--- config.mk ---
export PLATFORM = sky130hd
export DESIGN_NAME = vrm_ctrl
export DESIGN_NICKNAME = d
export VERILOG_FILES = /design/src/hw/rtl/vrm_pkg.sv /design/src/hw/rtl/vrm_ctrl.sv
export SDC_FILE = /design/constraint.sdc
export NUM_CORES = 1
export LEC_CHECK = 0
export BUFFER_PORTS_ARGS = -buffer_cell sky130_fd_sc_hd__buf_2
export CORE_AREA = 2 2 39 41
export CTS_CLUSTER_SIZE = 14
export DETAILED_ROUTE_END_ITERATION = 10
export DIE_AREA = 0 0 41 43
export PLACE_DENSITY_LB_ADDON = 0.05
export SETUP_SLACK_MARGIN = 0.05
export SYNTH_ARGS = -nofsm -noshare
export SYNTH_HDL_FRONTEND = slang
export SYNTH_SLANG_ARGS = --single-unit
export TNS_END_PERCENT = 10
--- constraint.sdc ---
create_clock -name i_clk -period 1.2 [get_ports i_clk]
set_input_delay 0.24 -clock i_clk [delete_from_list [all_inputs] [get_ports i_clk]]
set_output_delay 0.24 -clock i_clk [all_outputs]
set_load 0.01 [all_outputs]
--- src/hw/rtl/vrm_pkg.sv ---
package vrm_pkg;

    // world geometry
    localparam int CHUNKS_X     = 4;
    localparam int CHUNKS_Z     = 4;
    localparam int CHUNK_SPAN_X = 16;
    localparam int CHUNK_SPAN_Z = 16;
    localparam int CHUNK_LAYERS = 32;
    localparam int WORLD_COLS   = CHUNKS_X * CHUNK_SPAN_X;
    localparam int WORLD_ROWS   = CHUNKS_Z * CHUNK_SPAN_Z;

    // voxel store
    localparam int STORE_DEPTH = 131072;
    localparam int ADDR_W      = 17;
    // wide enough for any linear index of an in-bounds cell
    localparam int IDX_W       = 33;

    // Q12.12 coordinates
    localparam int Q_W    = 24;
    localparam int FRAC_W = 12;
    localparam int CELL_W = Q_W - 1 - FRAC_W;

    // step = round(dir / 25): floor((2*|d| + 25) / 50) by reciprocal multiply
    localparam int STEP_DIVISOR = 25;
    localparam int RECIP_SHIFT  = 31;
    localparam int RECIP_W      = 26;
    localparam logic [RECIP_W-1:0] RECIP = RECIP_W'(42949673);
    localparam int NUM_W        = Q_W + 1;
    localparam int PROD_W       = NUM_W + RECIP_W;

    localparam int ID_W    = 8;
    localparam int STEPS_W = 16;

    // configuration register indexes
    localparam logic CFG_AIR_BLOCK_ID = 1'b0;
    localparam logic CFG_MAX_STEPS    = 1'b1;

    // input command codes
    localparam logic CMD_WRITE = 1'b0;
    localparam logic CMD_CAST  = 1'b1;

    typedef enum logic [1:0] {
        ST_IDLE,
        ST_DIV,
        ST_PROBE,
        ST_TEST
    } t_state;

    typedef struct packed {
        logic wr;
        logic load;
        logic div_step;
        logic probe;
        logic advance;
        logic finish_hit;
        logic finish_miss;
    } t_dp_cmd;

    typedef struct packed {
        logic div_done;
        logic outside;
        logic solid;
        logic at_limit;
    } t_dp_status;

endpackage

--- src/hw/rtl/vrm_ctrl.sv ---
module vrm_ctrl (
    input  logic                i_clk,
    input  logic                i_rst_n,
    input  logic                i_start,
    input  logic                i_command,
    input  vrm_pkg::t_dp_status i_sts,
    output vrm_pkg::t_dp_cmd    o_cmd,
    output logic                o_busy
);

    vrm_pkg::t_state r_state;
    vrm_pkg::t_state n_state;
    logic            accept;

    assign accept = i_start && (r_state == vrm_pkg::ST_IDLE);
    assign o_busy = (r_state != vrm_pkg::ST_IDLE);

    always_ff @(posedge i_clk) begin
        if (!i_rst_n) begin
            r_state <= vrm_pkg::ST_IDLE;
        end else begin
            r_state <= n_state;
        end
    end

    always_comb begin
        n_state = r_state;
        case (r_state)
            vrm_pkg::ST_IDLE: begin
                if (accept && i_command == vrm_pkg::CMD_CAST) begin
                    n_state = vrm_pkg::ST_DIV;
                end
            end
            vrm_pkg::ST_DIV: begin
                if (i_sts.div_done) begin
                    n_state = vrm_pkg::ST_PROBE;
                end
            end
            vrm_pkg::ST_PROBE: begin
                if (i_sts.outside) begin
                    n_state = vrm_pkg::ST_IDLE;
                end else begin
                    n_state = vrm_pkg::ST_TEST;
                end
            end
            vrm_pkg::ST_TEST: begin
                if (i_sts.solid || i_sts.at_limit) begin
                    n_state = vrm_pkg::ST_IDLE;
                end else begin
                    n_state = vrm_pkg::ST_PROBE;
                end
            end
            default: n_state = vrm_pkg::ST_IDLE;
        endcase
    end

    always_comb begin
        o_cmd = '0;
        case (r_state)
            vrm_pkg::ST_IDLE: begin
                o_cmd.wr   = accept && (i_command == vrm_pkg::CMD_WRITE);
                o_cmd.load = accept && (i_command == vrm_pkg::CMD_CAST);
            end
            vrm_pkg::ST_DIV: begin
                o_cmd.div_step = 1'b1;
            end
            vrm_pkg::ST_PROBE: begin
                o_cmd.finish_miss = i_sts.outside;
                o_cmd.probe       = !i_sts.outside;
            end
            vrm_pkg::ST_TEST: begin
                // solid wins over the step limit
                o_cmd.finish_hit  = i_sts.solid;
                o_cmd.finish_miss = !i_sts.solid && i_sts.at_limit;
                o_cmd.advance     = !i_sts.solid && !i_sts.at_limit;
            end
            default: o_cmd = '0;
        endcase
    end

    a_test_after_probe: assert property (@(posedge i_clk) disable iff (!i_rst_n)
        (r_state == vrm_pkg::ST_TEST) |-> $past(r_state == vrm_pkg::ST_PROBE))
        else $error("test state not preceded by probe");

    a_div_complete: assert property (@(posedge i_clk) disable iff (!i_rst_n)
        (r_state == vrm_pkg::ST_PROBE && $past(r_state == vrm_pkg::ST_DIV))
        |-> $past(i_sts.div_done))
        else $error("march began before step vector was ready");

    a_busy_on_cast: assert property (@(posedge i_clk) disable iff (!i_rst_n)
        $rose(o_busy) |-> $past(i_start && i_command == vrm_pkg::CMD_CAST))
        else $error("busy rose without a cast");

endmodule

### Yosys cells after proc, flatten, opt, wreduce, memory -nomap -nowiden

Index checks and enable logic that the tools add are counted.

* logic and storage cells: 29
* output and inout bits: 8
* bits of input ports: 8
* register bits: 2

* equality and inequality tests: 5
* multiplexer cells: 10
* bitwise gates (word level): 1
* reductions and logical operators: 12

Operators by type and width (number)
* 2-bit two-way mux: 6
* 2-bit one-hot mux with 4 select lines: 1
* 1-bit logical AND: 5
* 2-bit equality test, second input constant: 2
* 1-bit logical NOT: 3
* 2-bit by 1-bit equality test with 1-bit output, second input constant: 1
* 2-bit logical NOT: 1
* 1-bit two-way mux: 2
* 2-bit by 1-bit != test with 1-bit output, second input constant: 1
* 2-bit != test, second input constant: 1
* 1-bit one-hot mux with 2 select lines: 1
* 2-bit AND reduction: 1
* 2-bit nonzero test: 1
* 1-bit logical OR: 1
* 1-bit NOT: 1

### Depth between registers and ports, before layout

Gate-level depths: netlist of run 1.

* depth after elaboration: 5
* depth in mapped cells: 2
* depth with buffers taken out: 2

### Least setup slack after synthesis of run 1

No wires, ideal clock.

* path type: flip-flop to output port
* start: register r_state[0]
* end: output port o_cmd[6] (netlist name)
* stages on the path, launching flop included: 3
* buffers on the path: 0
* path slack: 0 ps
* data required time: 960 ps
* arrival time: 960 ps
* cell sequence: dfxtp_1 -> or2_1 -> nor3b_1

RTL lines
* start: declaration: RTL line vrm_ctrl.sv:11 `vrm_pkg::t_state r_state;`
* start signal: assignment: RTL line vrm_ctrl.sv:20 `r_state <= vrm_pkg::ST_IDLE;`
* start signal: assignment: RTL line vrm_ctrl.sv:22 `r_state <= n_state;`
* end: declaration: RTL line vrm_ctrl.sv:7 `output vrm_pkg::t_dp_cmd o_cmd,`

==> results of run 1 <==
-- worst max-delay path: cells and delay by family (launching register included) --
kind | cells | cell delay [ps]
buf+inv | 1 | 140
flops | 1 | 340
simple gates | 2 | 400
-- where the power goes --
group	switching [mW]	internal, mW	total (mW)
logic	0.0295	0.0458	0.0753
clock network	0.0362	0.110	0.146
registers	0.00894	0.0722	0.0811
-- cell families after synthesis --
group	count (synthesis)
AOI/OAI and AO/OA	3
DFF	2
and+or+nand+nor	11
-- routing by layer --
metal	global-route usage, %	routed length [µm]
met1	7.643	200
met5	0	0
met2	10.31	254
met4	6.000	0
met3	6.283	52
-- area by class of cell --
cell class | count | area (µm²)
clock buffer | 3 | 22.52
fill | 168 | 1077
multi-input combinational | 14 | 130.1
sequential | 2 | 45.04
tap | 16 | 20.02
timing repair buffer | 16 | 88.84
-- synth_stat cells --
library cell  count
nand2b_1          1
dfxtp_1           2
o311a_1           1
and4bb_4          1
or2_1             1
o31a_1            1
nor3b_2           1
and4bb_1          1
and2b_1           1
and3_1            1
or3b_1            1
nand3b_1          1
a21boi_0          1
nor3b_1           2
-- worst min path at each step --
stage | slack (ps) | from | endpoint
finish | 260 | i_rst_n | r_state[0]
global route | 250 | i_rst_n | r_state[0]
CTS | 260 | i_rst_n | r_state[0]
detailed placement | 500 | i_rst_n | r_state[0]
global placement | 500 | i_rst_n | r_state[0]
floorplan | 370 | i_rst_n | r_state[0]
-- repair_timing --
| action | CTS | global route |
|---|---|---|
| pin swaps | 1 | 0 |
| resized for setup | 4 | 1 |
| hold buffers | 0 | 0 |
| setup buffers | 1 | 0 |
| setup endpoints to repair | 8 | 8 |
==> metrics.yaml, run 1 <==
arrival_ps: 1110
overflow: 0
layout.cells.non_filler: 51
remaining_drc_errors: 0
synth_compound_area_share_pct: 15.91
h-tree-depth: 1
yosys.area_share.xor_xnor_pct: 0
cts_sinks: 2
ir_worst_vdd_uv: 242.1
syn_area_um2: 165.2
leakage_nw: 0.1605
cap_violations: 0
gp_congestion: 0.6382
clock_latency_ps: 220
vias_per_cell: 3.961
largest_register_ff_count: 2
crit_slowest_cell: "dfxtp_2"
drive_above_1_share_pct: 68.57
synth-simple-area-share_pct: 59.85
dpl_cell_area_um2: 265.3
tritoncts: "built"
cpPeakStageDelay_ps: 340
crit_path_start_kind: "flop"
violations: "negative setup slack"
dr.first_iter.drc_count: 5
finalMaxSlewViolations: 0
slew_headroom_pct: 86.53
pwr_density_cell_nw_per_um2: 987.5
reg_top3: "r_state: 2 flops"
ys_types: 14
synth.mux.area_fraction_pct: 0
final_cell_mix: "buf_2 (14), clkbuf_4 (3), nor3b_2 (2)"
synth_top_family_by_area: "simple AND/OR/NAND/NOR gates"
worstSetupPathType: "flop to output port"
synth.largest_area_cell: "dfxtp_1"
antennaDiodeCount: 0
grt_pass1_vias: 205
holdPathStages: 2
via_count: 202
ys_seq_elements: 2
hpwlAfterDp_um: 418.5
syn_inst: 16
antenna_found_initial: 0
dieArea_um2: 1763
rr_worst_depth: 2
place_ws_ps: 7.581
path_max_fanout: 9
cp_cell_sequence: "or2_1, nor3b_2, buf_2"
fin_setup_tns_ps: -366.9
skew_ps: 1.370
fp-row-count: 14
yosys_warnings: 0
initial_utilization_pct: 11.93
yosys.area.top_type_share_pct: 24.24
ys_top_cells_by_area: "dfxtp_1 (24%), and4bb_4 (9.8%), nor3b_1 (9.1%)"
die_x_um: 41
clock_path_buffers: 2
postLayoutCellArea_um2: 306.5
critical_path.endpoint: "o_cmd[6]"
rsz0062_at_grt: "yes"
yosysSeqAreaShare_pct: 24.24
place_inst: 47
coreArea_um2: 1384
drtPass1Iterations: 4
yosys.area_share.adder_pct: 0
die_h_um: 43
period_needed_ps: 1349
worst_pin_slew_ps: 201.2
hold_class: "input pin to flop"
synth.net_count: 24
hold_violations: 0
cts-root-buf: "clkbuf_4"
final_common_cell: "buf_2"
setup_viol: 6
clkSlewWorstSetupHoldPaths_ps: 30
grt.total_usage_pct: 7.808
fmax_mhz: 741.1
ioPinCount: 16
final_core_util_pct: 22.15
postRouteAntennaNets: 0
cp-end-kind: "output port"
critPathRequiredTime_ps: 960
total_power_mw: 0.3027
nets: 45
reg2reg_setup_slack_ps: 190
reg2reg_from: "r_state[0]"
cts_buffers: 3
area.growth.synth_to_final_pct: 85.61
holdWs_ps: 262.1
r2r_end: "r_state[1]"
largest-register: "r_state"
grt_max_degree: 11
port_buffers: 15
avgSynthCellArea_um2: 10.32
status: "complete, but fails checks"
grt_pass1_wl_um: 848
wl_per_cell_um: 9.961
cp-startpoint: "r_state[1]"
postLayoutSetupSlackWorst_ps: -149.3
routed_wl_um: 508
fin_crit_sh_pct: 112.4
Power figures use the tool's default switching activity.
==> inputs of run 2 (changes only) <==
TNS_END_PERCENT = not set   (was 10)
==> run 2 against run 1 <==
The run still ends with negative setup slack left; sequential cell count unchanged; sequential power is 5.9% lower; worst setup slack improved by 15 ps; via count up 22%; clock power hardly changed; power increased by 7.4%; global-route usage shrank 0.30 points; clock skew fell by 1.1 ps; die area is the same; count of clock-buffer cells in the layout stayed put; wire length rose by 17%; critical endpoint unchanged; largest power group unchanged.
==> metrics.yaml, run 2 (synthesis gave the netlist of run 1 again) <==
cts_buffers: 3  # unchanged
m1WireLength_um: 247  # was 200 µm
reg2reg_setup_slack_ps: -20  # was 190 ps
h-tree-depth: 1  # unchanged
drive_above_1_share_pct: 74.42  # was 68.57%
nets: 53  # was 45
wl_met3_um: 56  # was 52 µm
arrival_ps: 1090  # was 1110 ps
cts-root-buf: "clkbuf_4"  # unchanged
reg_top3: "r_state: 2 flops"  # unchanged
holdWs_ps: 266.5  # was 262.1 ps
drtPass1Iterations: 3  # was 4
dr.first_iter.drc_count: 1  # was 5
hpwlAfterDp_um: 418.5  # unchanged
reg2reg_from: "r_state[0]"  # unchanged
clock_path_buffers: 2  # unchanged
violations: "negative setup slack"  # unchanged
ioPinCount: 16  # unchanged
dpl_cell_area_um2: 265.3  # unchanged
area.growth.synth_to_final_pct: 125.8  # was 85.61%
wl_per_cell_um: 10.10  # was 9.961 µm
overflow: 0  # unchanged
place_ws_ps: 7.581  # unchanged
initial_utilization_pct: 11.93  # unchanged
period_needed_ps: 1335  # was 1349 ps
clkSlewWorstSetupHoldPaths_ps: 30  # about the same
highest_layer: "met3"  # unchanged
cts_sinks: 2  # unchanged
worst_pin_slew_ps: 164.0  # was 201.2 ps
total_power_mw: 0.3252  # was 0.3027 mW
coreArea_um2: 1384  # unchanged
routed_wl_um: 596  # was 508 µm
critPathRequiredTime_ps: 960  # about the same
dieArea_um2: 1763  # unchanged
rr_worst_depth: 4  # was 2
vias_per_cell: 4.169  # was 3.961
hold_class: "input pin to flop"  # unchanged
crit_path_start_kind: "flop"  # unchanged
cp-startpoint: "r_state[1]"  # unchanged
grt_max_degree: 11  # unchanged
finalMaxSlewViolations: 0  # unchanged
grt_pass1_vias: 225  # was 205
cts_hold_buf: 0  # unchanged
postLayoutCellArea_um2: 372.9  # was 306.5 µm²
setup_viol: 9  # was 6
leakage_nw: 0.2038  # was 0.1605 nW
postLayoutSetupSlackWorst_ps: -134.5  # was -149.3 ps
r2r_end: "r_state[1]"  # unchanged
port_buffers: 15  # unchanged
postRouteAntennaNets: 0  # unchanged
die_x_um: 41  # unchanged
skew_ps: 0.3034  # was 1.370 ps
pwr_density_cell_nw_per_um2: 872.0  # was 987.5 nW/µm²
gp_congestion: 0.6382  # unchanged
slew_headroom_pct: 89.05  # was 86.53%
critical_path.endpoint: "o_cmd[6]"  # unchanged
fp-row-count: 14  # unchanged
final_cell_mix: "buf_2 (15), buf_4 (8), clkbuf_4 (3), dfxtp_4 (2)"  # was buf_2 (14), clkbuf_4 (3), nor3b_2 (2)
largest_register_ff_count: 2  # unchanged
path_max_fanout: 4  # was 9
fin_crit_sh_pct: 111.2  # was 112.4%
remaining_drc_errors: 0  # unchanged
clock_latency_ps: 220  # about the same
rsz0062_at_grt: "yes"  # unchanged
antenna_found_initial: 0  # unchanged
hold_violations: 0  # unchanged
final_common_cell: "buf_2"  # unchanged
cp-end-kind: "output port"  # unchanged
grt_pass1_wl_um: 869  # was 848 µm
route.met2.wl_um: 293  # was 254 µm
ir_worst_vdd_uv: 280.3  # was 242.1 µV
status: "complete, but fails checks"  # unchanged
worstSetupPathType: "flop to output port"  # unchanged
n_fill_cell: 170  # was 168
die_h_um: 43  # unchanged
grt.total_usage_pct: 7.508  # was 7.808%
cap_violations: 0  # unchanged
fmax_mhz: 749.3  # was 741.1 MHz
largest-register: "r_state"  # unchanged
via_count: 246  # was 202
tritoncts: "built"  # unchanged
antennaDiodeCount: 0  # unchanged
[run 2: cell count changes in the layout (fill, tap and decap cells not counted)]
cell	before	now
buf_2	14	15
buf_4	1	8
dfxtp_2	1	0
dfxtp_4	1	2
nor3b_2	2	1
nor3b_4	0	1
[run 2: critical path, stage by stage, from the launching register on]
cell and delay [ps]:
dfxtp_4 330, or2_1 250, nor3b_2 150, buf_2 140
[run 2: layout make-up]
type,count,area (µm²),share of cell area (%)
well taps,16,20.02,5.369
multi-input cells,14,136.4,36.58
clock buffers,3,22.52,6.040
repair buffers,24,146.4,39.26
flip-flops and latches,2,47.55,12.75
[run 2: worst min-delay path by stage]
stage | from | to | slack, ps | cells after the start
floorplan | i_rst_n | r_state[0] | 370 | 1
global placement | i_rst_n | r_state[0] | 500 | 2
detailed placement | i_rst_n | r_state[0] | 500 | 2
CTS | i_rst_n | r_state[0] | 260 | 2
global route | i_rst_n | r_state[0] | 260 | 2
finish | i_rst_n | r_state[0] | 270 | 2
[run 2: per-stage QoR]
stage                     std cells  util [%]  setup TNS (ps)
after floorplan                  16         -               0
after global placement           47     19.17               0
after detailed placement         47     19.17               0
after CTS                        57     26.04          -694.6
after global routing             59     26.94           -1130
final                            59     26.94          -595.3
[run 2: report_power, final]
part | internal, mW | total [mW] | switching [mW]
registers | 0.0710 | 0.0763 | 0.00530
logic | 0.0644 | 0.105 | 0.0405
clock network | 0.110 | 0.144 | 0.0340
total | 0.245 | 0.325 | 0.0798
[run 2: timing repair]
action | CTS | global route
hold endpoints to repair | 0 | 0
setup buffers | 7 | 2
resized for setup | 7 | 2
endpoints found under the setup margin | 8 | 10
pin swaps | 4 | 3
cloned | 0 | 0
[run 2: per-layer routing]
metal | vias to the layer above | track usage [%]
met5 | - | 0
met4 | 0 | 4.000
met3 | 0 | 4.712
met2 | 13 | 10.63
met1 | 113 | 8.280
li1 | 120 | -
